File: src/rtl/core/button_debounce_setpoint_stepper_top_assert.svh
// Assertion macros for the button debounce setpoint stepper.
// Expects clk_i and rst_ni in the scope of the including module.
`ifndef BUTTON_DEBOUNCE_SETPOINT_STEPPER_TOP_ASSERT_SVH
`define BUTTON_DEBOUNCE_SETPOINT_STEPPER_TOP_ASSERT_SVH

// Checked only while out of reset
`define BDSS_ASSERT(name, prop, msg) \
  name: assert property (@(posedge clk_i) disable iff (!rst_ni) (prop)) else $error(msg);

// Checked at every edge, reset included
`define BDSS_ASSERT_ALWAYS(name, prop, msg) \
  name: assert property (@(posedge clk_i) (prop)) else $error(msg);

`endif

File: src/rtl/core/bdss_pkg.sv
// Package for the button debounce setpoint stepper: widths, reset values,
// configuration register codes and the saturating step function. No dependencies.
`default_nettype none

package bdss_pkg;

  localparam int NumButtons = 4;
  localparam int CountW     = 8;
  localparam int SetpointW  = 16;
  localparam int StepW      = 8;
  localparam int CfgIdxW    = 3;
  localparam int CfgDataW   = 16;

  // Button positions in the level and event vectors
  localparam int BtnUp    = 0;
  localparam int BtnDown  = 1;
  localparam int BtnLeft  = 2;
  localparam int BtnRight = 3;

  // Reset values of the configuration registers
  localparam logic [CountW-1:0]           PollThresholdRst = 8'd3;
  localparam logic [NumButtons-1:0]       NormalLevelsRst  = 4'b1100;
  localparam logic [StepW-1:0]            HeightStepRst    = 8'd10;
  localparam logic signed [SetpointW-1:0] HeightLimitRst   = 16'sd100;
  localparam logic [StepW-1:0]            AngleStepRst     = 8'd15;

  typedef enum logic [CfgIdxW-1:0] {
    CFG_POLL_THRESHOLD = 3'd0,
    CFG_NORMAL_LEVELS  = 3'd1,
    CFG_HEIGHT_STEP    = 3'd2,
    CFG_HEIGHT_LIMIT   = 3'd3,
    CFG_ANGLE_STEP     = 3'd4
  } cfg_idx_e;

  // Add or subtract an unsigned step, clamping at the signed 16-bit limits
  function automatic logic signed [SetpointW-1:0] sat_step(
    input logic signed [SetpointW-1:0] value,
    input logic        [StepW-1:0]     step,
    input logic                        subtract
  );
    logic signed [SetpointW:0] ext;
    logic signed [SetpointW:0] stp;
    logic signed [SetpointW:0] sum;
    ext = {value[SetpointW-1], value};
    stp = $signed({{(SetpointW + 1 - StepW){1'b0}}, step});
    sum = subtract ? (ext - stp) : (ext + stp);
    if (sum[SetpointW] != sum[SetpointW-1]) begin
      sat_step = sum[SetpointW] ? {1'b1, {(SetpointW-1){1'b0}}}
                                : {1'b0, {(SetpointW-1){1'b1}}};
    end else begin
      sat_step = sum[SetpointW-1:0];
    end
  endfunction

endpackage

`default_nettype wire

File: src/rtl/core/bdss_in_if.sv
// Poll tick channel: valid/ready with the raw pin levels.
// Depends on bdss_pkg for the button count.
`default_nettype none

interface bdss_in_if;
  logic                             valid;
  logic                             ready;
  logic [bdss_pkg::NumButtons-1:0]  pin_levels;

  modport source (output valid, output pin_levels, input ready);
  modport sink   (input valid, input pin_levels, output ready);
endinterface

`default_nettype wire

File: src/rtl/core/bdss_out_if.sv
// Result channel: valid/ready with setpoints, debounced levels and events.
// Depends on bdss_pkg for widths.
`default_nettype none

interface bdss_out_if;
  logic                                   valid;
  logic                                   ready;
  logic signed [bdss_pkg::SetpointW-1:0]  desired_height;
  logic signed [bdss_pkg::SetpointW-1:0]  desired_angle;
  logic        [bdss_pkg::NumButtons-1:0] debounced_levels;
  logic        [bdss_pkg::NumButtons-1:0] press_events;
  logic        [bdss_pkg::NumButtons-1:0] release_events;

  modport source (output valid, output desired_height, output desired_angle,
                  output debounced_levels, output press_events,
                  output release_events, input ready);
  modport sink   (input valid, input desired_height, input desired_angle,
                  input debounced_levels, input press_events,
                  input release_events, output ready);
endinterface

`default_nettype wire

File: src/rtl/core/button_debounce_setpoint_stepper_top.sv
// Four-button debouncer that steps a height and an angle setpoint.
// Depends on bdss_pkg, bdss_in_if, bdss_out_if and the assertion macro header.
//
// Usage:
//   in_i carries one poll tick per transfer: the raw levels of the up, down,
//   left and right buttons. out_o returns exactly one result per tick: both
//   setpoints after the tick, the debounced levels and the press and release
//   events the tick caused.
//   The result of a tick accepted at one edge is registered and valid
//   after that edge. Throughput is one tick per cycle; it is set by the single
//   result register, which is refilled in the same cycle that it is drained.
//   When the receiver stalls, the result register holds and in_i.ready drops
//   until the result is taken; the debounce and setpoint state advance only
//   on an input transfer, so nothing is lost.
//   The configuration port (cfg_we_i, cfg_idx_i, cfg_wdata_i) writes one
//   register per cycle; writes are meant for idle periods. Unused indexes
//   are ignored.
//   Reset puts the registers at their default values, the debounced levels
//   at the default normal levels, counters and setpoints at zero, and
//   empties the result register.
`default_nettype none

`include "button_debounce_setpoint_stepper_top_assert.svh"

module button_debounce_setpoint_stepper_top (
  input  wire logic                          clk_i,
  input  wire logic                          rst_ni,
  input  wire logic                          cfg_we_i,
  input  wire logic [bdss_pkg::CfgIdxW-1:0]  cfg_idx_i,
  input  wire logic [bdss_pkg::CfgDataW-1:0] cfg_wdata_i,
  bdss_in_if.sink                            in_i,
  bdss_out_if.source                         out_o
);
  import bdss_pkg::*;

  // Configuration registers
  logic        [CountW-1:0]     poll_thr_q;
  logic        [NumButtons-1:0] normal_q;
  logic        [StepW-1:0]      height_step_q;
  logic signed [SetpointW-1:0]  height_limit_q;
  logic        [StepW-1:0]      angle_step_q;

  // Block state
  logic        [NumButtons-1:0] stable_q, stable_d;
  logic        [CountW-1:0]     cnt_q [NumButtons];
  logic        [CountW-1:0]     cnt_d [NumButtons];
  logic        [CountW:0]       cnt_inc [NumButtons];
  logic signed [SetpointW-1:0]  height_q, height_d, height_up;
  logic signed [SetpointW-1:0]  angle_q, angle_d, angle_rt;

  // Result register
  logic                         out_valid_q;
  logic        [NumButtons-1:0] press_q, press_d;
  logic        [NumButtons-1:0] release_q, release_d;

  logic                         in_xfer;
  logic        [CountW-1:0]     need;
  logic                         cnt_ok;

  // Accept whenever the result slot is empty or being drained
  assign in_i.ready = !out_valid_q || out_o.ready;
  assign in_xfer    = in_i.valid && in_i.ready;

  // A zero threshold acts as one
  assign need = (poll_thr_q == '0) ? CountW'(1) : poll_thr_q;

  // Configuration writes
  always_ff @(posedge clk_i or negedge rst_ni) begin
    if (!rst_ni) begin
      poll_thr_q     <= PollThresholdRst;
      normal_q       <= NormalLevelsRst;
      height_step_q  <= HeightStepRst;
      height_limit_q <= HeightLimitRst;
      angle_step_q   <= AngleStepRst;
    end else if (cfg_we_i) begin
      unique case (cfg_idx_i)
        CFG_POLL_THRESHOLD: poll_thr_q     <= cfg_wdata_i[CountW-1:0];
        CFG_NORMAL_LEVELS:  normal_q       <= cfg_wdata_i[NumButtons-1:0];
        CFG_HEIGHT_STEP:    height_step_q  <= cfg_wdata_i[StepW-1:0];
        CFG_HEIGHT_LIMIT:   height_limit_q <= $signed(cfg_wdata_i[SetpointW-1:0]);
        CFG_ANGLE_STEP:     angle_step_q   <= cfg_wdata_i[StepW-1:0];
        default: ;
      endcase
    end
  end

  // Per-button debounce: run counter against the debounced level
  always_comb begin
    stable_d  = stable_q;
    press_d   = '0;
    release_d = '0;
    for (int i = 0; i < NumButtons; i++) begin
      cnt_inc[i] = {1'b0, cnt_q[i]} + (CountW + 1)'(1);
      cnt_d[i]   = '0;
      if (in_i.pin_levels[i] != stable_q[i]) begin
        if (cnt_inc[i] >= {1'b0, need}) begin
          stable_d[i] = in_i.pin_levels[i];
          if (in_i.pin_levels[i] != normal_q[i]) begin
            press_d[i] = 1'b1;
          end else begin
            release_d[i] = 1'b1;
          end
        end else begin
          cnt_d[i] = cnt_inc[i][CountW-1:0];
        end
      end
    end
  end

  // Setpoint steps: up then down on height, right then left on angle
  always_comb begin
    height_up = height_q;
    if (press_d[BtnUp] && (height_q < height_limit_q)) begin
      height_up = sat_step(height_q, height_step_q, 1'b0);
    end
    height_d = press_d[BtnDown] ? sat_step(height_up, height_step_q, 1'b1) : height_up;
    angle_rt = press_d[BtnRight] ? sat_step(angle_q, angle_step_q, 1'b0) : angle_q;
    angle_d  = press_d[BtnLeft] ? sat_step(angle_rt, angle_step_q, 1'b1) : angle_rt;
  end

  // State advances on each input transfer
  always_ff @(posedge clk_i or negedge rst_ni) begin
    if (!rst_ni) begin
      stable_q <= NormalLevelsRst;
      height_q <= '0;
      angle_q  <= '0;
      for (int i = 0; i < NumButtons; i++) begin
        cnt_q[i] <= '0;
      end
    end else if (in_xfer) begin
      stable_q <= stable_d;
      height_q <= height_d;
      angle_q  <= angle_d;
      for (int i = 0; i < NumButtons; i++) begin
        cnt_q[i] <= cnt_d[i];
      end
    end
  end

  // Result valid flag
  always_ff @(posedge clk_i or negedge rst_ni) begin
    if (!rst_ni) begin
      out_valid_q <= 1'b0;
    end else if (in_xfer) begin
      out_valid_q <= 1'b1;
    end else if (out_o.ready) begin
      out_valid_q <= 1'b0;
    end
  end

  // Event payload
  always_ff @(posedge clk_i) begin
    if (in_xfer) begin
      press_q   <= press_d;
      release_q <= release_d;
    end
  end

  // Setpoints and levels are the state itself, which holds while stalled
  assign out_o.valid            = out_valid_q;
  assign out_o.desired_height   = height_q;
  assign out_o.desired_angle    = angle_q;
  assign out_o.debounced_levels = stable_q;
  assign out_o.press_events     = press_q;
  assign out_o.release_events   = release_q;

  // A run counter never reaches all ones: a count at the threshold flips the
  // level and clears, even after the threshold is lowered
  always_comb begin
    cnt_ok = 1'b1;
    for (int i = 0; i < NumButtons; i++) begin
      if (cnt_q[i] == '1) begin
        cnt_ok = 1'b0;
      end
    end
  end

  `BDSS_ASSERT(a_events_disjoint, out_valid_q |-> ((press_q & release_q) == '0), "press and release")
  `BDSS_ASSERT(a_ready_when_empty, !out_valid_q |-> in_i.ready, "input stalled while empty")
  `BDSS_ASSERT_ALWAYS(a_count_below_max, cnt_ok, "run counter saturated")

endmodule

`default_nettype wire

File: src/flat_wrapper.sv
// flat-port wrapper written by rule: the top's interface ports become plain ports
module button_debounce_setpoint_stepper_top_flat import bdss_pkg::*;
  (clk_i, rst_ni, cfg_we_i, cfg_idx_i, cfg_wdata_i, in_i_valid, in_i_pin_levels, in_i_ready, out_o_valid, out_o_desired_height, out_o_desired_angle, out_o_debounced_levels, out_o_press_events, out_o_release_events, out_o_ready);
  bdss_in_if in_i_i ();
  bdss_out_if out_o_i ();
  input  wire logic clk_i;
  input  wire logic rst_ni;
  input  wire logic cfg_we_i;
  input  wire logic [bdss_pkg::CfgIdxW-1:0] cfg_idx_i;
  input  wire logic [bdss_pkg::CfgDataW-1:0] cfg_wdata_i;
  input wire logic [$bits(in_i_i.valid)-1:0] in_i_valid;
  input wire logic [$bits(in_i_i.pin_levels)-1:0] in_i_pin_levels;
  output wire logic [$bits(in_i_i.ready)-1:0] in_i_ready;
  output wire logic [$bits(out_o_i.valid)-1:0] out_o_valid;
  output wire logic [$bits(out_o_i.desired_height)-1:0] out_o_desired_height;
  output wire logic [$bits(out_o_i.desired_angle)-1:0] out_o_desired_angle;
  output wire logic [$bits(out_o_i.debounced_levels)-1:0] out_o_debounced_levels;
  output wire logic [$bits(out_o_i.press_events)-1:0] out_o_press_events;
  output wire logic [$bits(out_o_i.release_events)-1:0] out_o_release_events;
  input wire logic [$bits(out_o_i.ready)-1:0] out_o_ready;
  assign in_i_i.valid = in_i_valid;
  assign in_i_i.pin_levels = in_i_pin_levels;
  assign in_i_ready = in_i_i.ready;
  assign out_o_valid = out_o_i.valid;
  assign out_o_desired_height = out_o_i.desired_height;
  assign out_o_desired_angle = out_o_i.desired_angle;
  assign out_o_debounced_levels = out_o_i.debounced_levels;
  assign out_o_press_events = out_o_i.press_events;
  assign out_o_release_events = out_o_i.release_events;
  assign out_o_i.ready = out_o_ready;
  button_debounce_setpoint_stepper_top u_core (.clk_i(clk_i), .rst_ni(rst_ni), .cfg_we_i(cfg_we_i), .cfg_idx_i(cfg_idx_i), .cfg_wdata_i(cfg_wdata_i), .in_i(in_i_i), .out_o(out_o_i));
endmodule
File: config.mk
export PLATFORM = sky130hd
export DESIGN_NAME = button_debounce_setpoint_stepper_top_flat
export DESIGN_NICKNAME = d
export VERILOG_FILES = /design/src/rtl/core/bdss_pkg.sv /design/src/rtl/core/bdss_in_if.sv /design/src/rtl/core/bdss_out_if.sv /design/src/rtl/core/button_debounce_setpoint_stepper_top.sv /design/src/flat_wrapper.sv
export VERILOG_INCLUDE_DIRS = /design/src /design/src/rtl/core
export SDC_FILE = /design/constraint.sdc
export NUM_CORES = 1
export LEC_CHECK = 0
export BUFFER_PORTS_ARGS = -buffer_cell sky130_fd_sc_hd__buf_2
export CORE_MARGIN = 2
export CORE_UTILIZATION = 55
export CTS_CLUSTER_DIAMETER = 30
export DETAILED_ROUTE_END_ITERATION = 12
export PLACE_DENSITY_LB_ADDON = 0.15
export RECOVER_POWER = 100
export SKIP_LAST_GASP = 1
export SLEW_MARGIN = 20
export SYNTH_ARGS = -nofsm -noshare
export SYNTH_HDL_FRONTEND = slang
export SYNTH_SLANG_ARGS = --single-unit
File: constraint.sdc
create_clock -name clk_i -period 11.83 [get_ports clk_i]
set_clock_uncertainty 0.05 [all_clocks]
set_input_delay 1.183 -clock clk_i [delete_from_list [all_inputs] [get_ports clk_i]]
set_output_delay 1.183 -clock clk_i [all_outputs]
set_load 0.03 [all_outputs]
# Yosys cells after proc, flatten, opt, wreduce, memory -nomap -nowiden
# Index checks and enable logic that the tools add are counted.
[word_totals]
wordCells = 109
in_bits = 28
reg_bits = 121
out_inout_bits = 46
[classes]
n_reduce_logical = 20
n_mux = 39
magnitude_cmp = 5
n_eq_ne = 16
n_addsub = 8
[ops]
columns = ["op", "n"]
rows = [
  ["16-bit 2-to-1 mux", 12],
  ["8-bit 2-to-1 mux", 9],
  ["8-bit by 1-bit adder with 9-bit output, second input constant", 4],
  ["9-bit by 8-bit greater-or-equal comparator with 1-bit output", 4],
  ["16-bit by 9-bit adder with 17-bit output", 2],
  ["16-bit by 9-bit subtractor with 17-bit output", 2],
  ["1-bit 2-to-1 mux", 18],
  ["2-bit AND reduction", 9],
  ["16-bit less-than comparator", 1],
  ["1-bit inequality test", 12],
  ["3-bit AND reduction", 4],
  ["8-bit zero test", 1],
  ["3-bit by 2-bit equality test with 1-bit output, second input constant", 2],
  ["3-bit by 1-bit equality test with 1-bit output, second input constant", 1],
  ["3-bit equality test, second input constant", 1],
  ["3-bit zero test", 1],
  ["1-bit logical AND", 2],
  ["2-bit nonzero test", 1],
  ["1-bit zero test", 1],
  ["1-bit logical OR", 1],
]

# Logic depth before layout (Yosys ltp)
[depth]
word_depth = 11
mapped_depth = 28
mapped_depth_nobuf = 25

# Worst setup path after synthesis
# OpenSTA, ideal clock, no wires.
[synth_path]
kind = "register to register"
from = "reg u_core.cnt_q[0] in the netlist's numbering"
to = "reg u_core.angle_q[12] (netlist: u_core.out_o.desired_angle[12])"
arrival_time_ps = 5483
path_stages_with_launch = 27
required_time_ps = 11681
path_buffers = 3
setup_ps = 99
slack_ps = 6197
synth_period_minus_slack_ps = 5633
cell_sequence = "dfrtp_1 -> ha_1 -> and3_1 -> xor2_1 -> ha_1 -> a21o_1 -> a21o_1 -> a221o_1 -> a31oi_2 -> clkbuf_1 -> buf_1 -> nor2_1 -> a21oi_1 -> ha_1 -> fa_1 -> nor2b_1 -> o21ai_0 -> a21boi_0 -> o21ai_0 -> a21boi_0 -> o21a_1 -> nor3_1 -> mux2i_1 -> or3_1 -> clkbuf_1 -> a31oi_1 -> a311oi_1"
[synth_via]
elab_chain_len = 9
elab_cells_between_ends = 10
classes_between = "2 x add/sub; 1 x order compare; 1 x eq/ne; 6 x mux"
[synth_rtl]
columns = ["item", "line_no", "source"]
rows = [
  ["from (decl)", "button_debounce_setpoint_stepper_top.sv:45", "logic [CountW-1:0] cnt_q [NumButtons];"],
  ["from (signal, indexed assignment)", "button_debounce_setpoint_stepper_top.sv:135", "cnt_q[i] <= cnt_d[i];"],
  ["8-bit by 1-bit adder with 9-bit output *", "button_debounce_setpoint_stepper_top.sv:93", "cnt_inc[i] = {1'b0, cnt_q[i]} + (CountW + 1)'(1);"],
  ["9-bit by 8-bit greater-or-equal comparator with 1-bit output *", "button_debounce_setpoint_stepper_top.sv:96", "if (cnt_inc[i] >= {1'b0, need}) begin"],
  ["1-bit 2-to-1 mux *", "button_debounce_setpoint_stepper_top.sv:96", ""],
  ["1-bit 2-to-1 mux *", "button_debounce_setpoint_stepper_top.sv:95", "if (in_i.pin_levels[i] != stable_q[i]) begin"],
  ["16-bit 2-to-1 mux *", "button_debounce_setpoint_stepper_top.sv:117", "angle_rt = press_d[BtnRight] ? sat_step(angle_q, angle_step_q, 1'b0) : angle_q;"],
  ["16-bit by 9-bit subtractor with 17-bit output", "bdss_pkg.sv:46", "sum = subtract ? (ext - stp) : (ext + stp);"],
  ["16-bit 2-to-1 mux / 1-bit inequality test (equally long branches)", "bdss_pkg.sv:48, bdss_pkg.sv:47", ""],
  ["16-bit 2-to-1 mux", "bdss_pkg.sv:47", "if (sum[SetpointW] != sum[SetpointW-1]) begin"],
  ["16-bit 2-to-1 mux *", "button_debounce_setpoint_stepper_top.sv:118", "angle_d = press_d[BtnLeft] ? sat_step(angle_rt, angle_step_q, 1'b1) : angle_rt;"],
  ["to (signal assigned)", "button_debounce_setpoint_stepper_top.sv:133", "angle_q <= angle_d;"],
  ["to (decl)", "button_debounce_setpoint_stepper_top.sv:49", "logic signed [SetpointW-1:0] angle_q, angle_d, angle_rt;"],
]
# Mark *: on every way between the ends. The rest lies on a longest branch, timed or not.
# A chain may end at the register's enable or synchronous reset.

# Final worst setup path
[layout_path]
from = "reg u_core.cnt_q[24] in the netlist's numbering"
to = "reg u_core.height_q[1] (netlist: u_core.out_o.desired_height[1])"
[layout_via]
elab_chain_len = 10
elab_cells_between_ends = 11
classes_between = "2 x add/sub; 1 x order compare; 1 x eq/ne; 6 x mux; 1 x reduce/logical"
[layout_rtl]
columns = ["item", "line_no", "source"]
rows = [
  ["8-bit by 1-bit adder with 9-bit output *", "button_debounce_setpoint_stepper_top.sv:93", ""],
  ["9-bit by 8-bit greater-or-equal comparator with 1-bit output *", "button_debounce_setpoint_stepper_top.sv:96", ""],
  ["1-bit 2-to-1 mux *", "button_debounce_setpoint_stepper_top.sv:96", ""],
  ["1-bit 2-to-1 mux *", "button_debounce_setpoint_stepper_top.sv:95", ""],
  ["net u_core.press_d[0]", "button_debounce_setpoint_stepper_top.sv:53", "logic [NumButtons-1:0] press_q, press_d;"],
  ["1-bit logical AND *", "button_debounce_setpoint_stepper_top.sv:113", "if (press_d[BtnUp] && (height_q < height_limit_q)) begin"],
  ["16-bit 2-to-1 mux *", "button_debounce_setpoint_stepper_top.sv:113", ""],
  ["16-bit by 9-bit subtractor with 17-bit output", "bdss_pkg.sv:46", ""],
  ["16-bit 2-to-1 mux / 1-bit inequality test (equally long branches)", "bdss_pkg.sv:48, bdss_pkg.sv:47", ""],
  ["16-bit 2-to-1 mux", "bdss_pkg.sv:47", ""],
  ["16-bit 2-to-1 mux *", "button_debounce_setpoint_stepper_top.sv:116", "height_d = press_d[BtnDown] ? sat_step(height_up, height_step_q, 1'b1) : height_up;"],
  ["to (signal assigned)", "button_debounce_setpoint_stepper_top.sv:132", "height_q <= height_d;"],
  ["to (decl)", "button_debounce_setpoint_stepper_top.sv:48", "logic signed [SetpointW-1:0] height_q, height_d, height_up;"],
]
# The timed path passes the listed nets; every way through them passes the cells marked *.

==> results.json <==
{
  "num_io_pins": 74,
  "status": "finished with violations",
  "total_power_mw": 2.447,
  "hp-class": "reg -> reg",
  "drive_gt1_frac": 0.1107,
  "seq_power_share": 0.258,
  "area_growth_pct": 12.23,
  "htreeDepth": 4,
  "finalSetupTns_ns": 0,
  "slew_headroom": -1.326,
  "fmax_mhz": 142.9,
  "p_clk_frac": 0.243,
  "path_cells": "ha_1 -> nand3_1 -> xnor2_1 -> ha_1 -> and3_1 -> a31oi_1 -> a41o_1 -> a21boi_0 -> o21ai_0 -> clkbuf_1 -> mux2i_1 -> ha_1 -> fa_1 -> nor2b_1 -> o21ai_0 -> nand2b_1 -> a21o_1 -> a21o_1 -> a31oi_1 -> nand3_1 -> xnor2_1 -> or3_2 -> nor2b_1 -> o221a_2",
  "grt_pass1_vias": 7759,
  "avgViaCountPerCell": 6.086,
  "seq_area_frac_synth": 0.3332,
  "cp.depth": 24,
  "syn_nets": 1173,
  "startpoint": "u_core.cnt_q[24]",
  "cts_tree": "yes",
  "antenna_cells": 0,
  "clk_path_buf_depth": 2,
  "grt_pass1_wl_um": 39840,
  "switching_power_mw": 1.070,
  "violations": "capacitance limit, slew limit",
  "tightestPinTransition_ns": 3.489,
  "route.detailed.drc": 0,
  "post_drt_wl_per_cell_um": 18.03,
  "cpMostUsedCell": "ha_1",
  "peakVddDrop_uv": 124.0,
  "hpwl_um": 17530,
  "crit_type": "reg -> reg",
  "hold_buffers": 0,
  "nets": 1245,
  "overflow": 0,
  "combPwrFrac": 0.499,
  "rrSetupSlack_ns": 4.83,
  "synthCells": 1062,
  "regToRegEndpoint": "u_core.out_o.desired_height[1]",
  "fin_cells": 1367,
  "crit_family": "compound AO/OA/AOI/OAI gates",
  "drt-initial-drc-count": 726,
  "required_ns": 12.09,
  "reg2regPathDepth": 24,
  "crit_path_top_delay_cell": "a21boi_0",
  "maxCapViolations": 3,
  "clock_latency_ns": 0.43,
  "clockRootBuffer": "clkbuf_16",
  "rsz0062_at_grt": "false",
  "post_cts_buffers": 0,
  "synth_top_area_frac": 0.2648,
  "synth_cell_types": 79,
  "max_stage_delay_ns": 0.76,
  "intPower_mw": 1.377,
  "synthFlopType": "dfrtp_1",
  "slew_viol_final": 167,
  "port_buffers": 73,
  "cts_buffers": 17,
  "path_max_fanout": 20,
  "ys_ff_latch": 121,
  "clkSlewWorstSetupHoldPaths_ns": 0.06,
  "die_w_um": 133.8,
  "grtUsageTotal": 0.2802,
  "antenna_left": 0,
  "drtPass1Iterations": 6,
  "synth_top_cells_by_area": "dfrtp_1, ha_1, o21ai_0",
  "crit_path_end_kind": "flip-flop",
  "synth_area_um2": 9263,
  "synth_area_per_cell_um2": 8.722,
  "rr_startpoint": "u_core.cnt_q[24]",
  "dieArea_um2": 17900,
  "worst-path-buf-inv": 1,
  "antenna_found_initial": 0,
  "yosysTopAreaCell": "dfrtp_1",
  "gp_congestion": 0.9186,
  "core.rowCount": 47,
  "finalHoldViolCount": 0,
  "cts.sinks": 121,
  "synth_edf_count": 8,
  "start_util": 0.5605,
  "setup_viol_count_final": 0,
  "via_count": 8319,
  "p_per_area_nw_per_um2": 235.4,
  "synthArstFlopShare": 0.9339,
  "core_area_um2": 16520,
  "place_inst": 1335,
  "crit_path_end": "u_core.out_o.desired_height[1]",
  "p_leak_nw": 4.682,
  "switching_share": 0.4373,
  "yosys_warnings": 0,
  "wl_um": 24640,
  "die_h_um": 133.8,
  "grt_max_degree": 66,
  "period_share": 0.5916,
  "cp_data_arrival_time_ns": 7.25,
  "start_kind": "flip-flop",
  "min_period_ns": 6.999,
  "post_cts_resized": 0
}
## cells in the mapped netlist (6+ instances only)
| cell type | count |
|---|---|
| a32o_1 | 12 |
| nor4_1 | 8 |
| nor2_1 | 61 |
| a21o_1 | 19 |
| nor3_1 | 38 |
| and2_1 | 6 |
| nand4_1 | 12 |
| nand2_1 | 130 |
| a31oi_1 | 11 |
| o21a_1 | 13 |
| mux2i_1 | 16 |
| xnor2_1 | 24 |
| ha_1 | 79 |
| mux2_2 | 28 |
| nand3_1 | 39 |
| xor2_1 | 21 |
| clkbuf_1 | 23 |
| nand2b_1 | 35 |
| a211oi_1 | 10 |
| o21ai_0 | 99 |
| nor2b_1 | 10 |
| o211ai_1 | 8 |
| edfxtp_1 | 8 |
| a21boi_0 | 6 |
| dfrtp_1 | 98 |
| dfstp_2 | 15 |
| a221oi_1 | 6 |
| inv_1 | 63 |
| a21oi_1 | 57 |
| and3_1 | 12 |
## metrics by stage
step	worst slack, ns	util	hold slack (ns)	instance area, um2
floorplan	6.197	-	0.4294	9263
global placement	5.657	0.5949	0.4384	9831
detailed placement	5.616	0.5949	0.4432	9831
CTS	5.487	0.6353	0.4571	10500
global route	4.391	0.6291	0.4633	10400
finish	4.831	0.6291	0.4536	10400
## power groups by stage
stage	sequential (mW)	clock (mW)	combinational (mW)
detailed placement	0.633	0	1.21
global placement	0.630	0	1.20
CTS	0.628	0.600	1.23
finish	0.631	0.595	1.22
floorplan	0.681	0	0.858
global route	0.644	0.617	1.36
## cell usage in the layout (no fill, tap or decap), drive strengths merged, types with 5 or more instances in the layout
master,count
nand2,130
o21ai,99
dfrtp,98
ha,79
clkbuf,75
inv,67
nor2,61
a21oi,58
nand3,39
nor3,38
nand2b,36
mux2,29
buf,28
xnor2,24
xor2,21
a21o,19
mux2i,16
dfstp,15
o21a,13
and3,12
nand4,12
a32o,12
a31oi,12
a211oi,10
nor2b,10
o211ai,9
nor4,8
edfxtp,8
a221oi,8
a21boi,7
and2,7
bufinv,5
or2,5
or3,5
clkinv,5
## sequential cells by signal (all words and copies together) (netlist names)
signal and count:
u_core.normal_q 4, u_core.out_o.release_events 4, u_core.poll_thr_q 8, u_core.out_o.debounced_levels 4, u_core.out_o.press_events 4, u_core.out_o.desired_height 16, u_core.out_o.desired_angle 16, u_core.angle_step_q 8
u_core.height_step_q 8, u_core.cnt_q 32, u_core.height_limit_q 16, u_core.out_o.valid 1
## layout make-up
class | count | area (um2)
flip-flops and latches | 121 | 3087
fillers | 1465 | 6130
multi-input cells | 845 | 5763
well taps | 220 | 275.3
inverters | 65 | 244.0
repair buffers | 84 | 357.8
clock inverters | 13 | 215.2
clock buffers | 19 | 452.9
## routing by layer
metal  global-route usage  wire, um
met1               0.3805     11040
met2               0.4425     11380
met3              0.06236      1571
met4               0.1011       651
met5                    0         0
## worst reg2reg max path, stage by stage, from the launching register on
cell and delay, ns:
dfrtp_1 0.42, ha_1 0.30, nand3_1 0.13, xnor2_1 0.18, ha_1 0.34, and3_1 0.17
a31oi_1 0.09, a41o_1 0.27, a21boi_0 0.76, o21ai_0 0.22, clkbuf_1 0.42, mux2i_1 0.34
ha_1 0.26, fa_1 0.27, nor2b_1 0.06, o21ai_0 0.14, nand2b_1 0.10, a21o_1 0.18
a21o_1 0.19, a31oi_1 0.58, nand3_1 0.19, xnor2_1 0.16, or3_2 0.61, nor2b_1 0.22
o221a_2 0.22
## logic make-up after synthesis
group,synth area share
buffers and inverters,0.04363
muxes,0.05295
adders and majority gates,0.1164
and+or+nand+nor,0.2009
AOI/OAI and AO/OA,0.2053
xor gates and xnor gates,0.04755
DFF,0.3332
## worst min path at each step
stage	depth (start not counted)	end	start
final	1	u_core.height_limit_q[9]	u_core.height_limit_q[9]
after global routing	1	u_core.height_limit_q[9]	u_core.height_limit_q[9]
after floorplan	1	u_core.height_limit_q[14]	u_core.height_limit_q[14]
after CTS	1	u_core.height_limit_q[15]	u_core.height_limit_q[15]
after global placement	1	u_core.height_limit_q[11]	u_core.height_limit_q[11]
after detailed placement	1	u_core.height_limit_q[1]	u_core.height_limit_q[1]
Note: power is estimated with default switching activity, not from simulation.
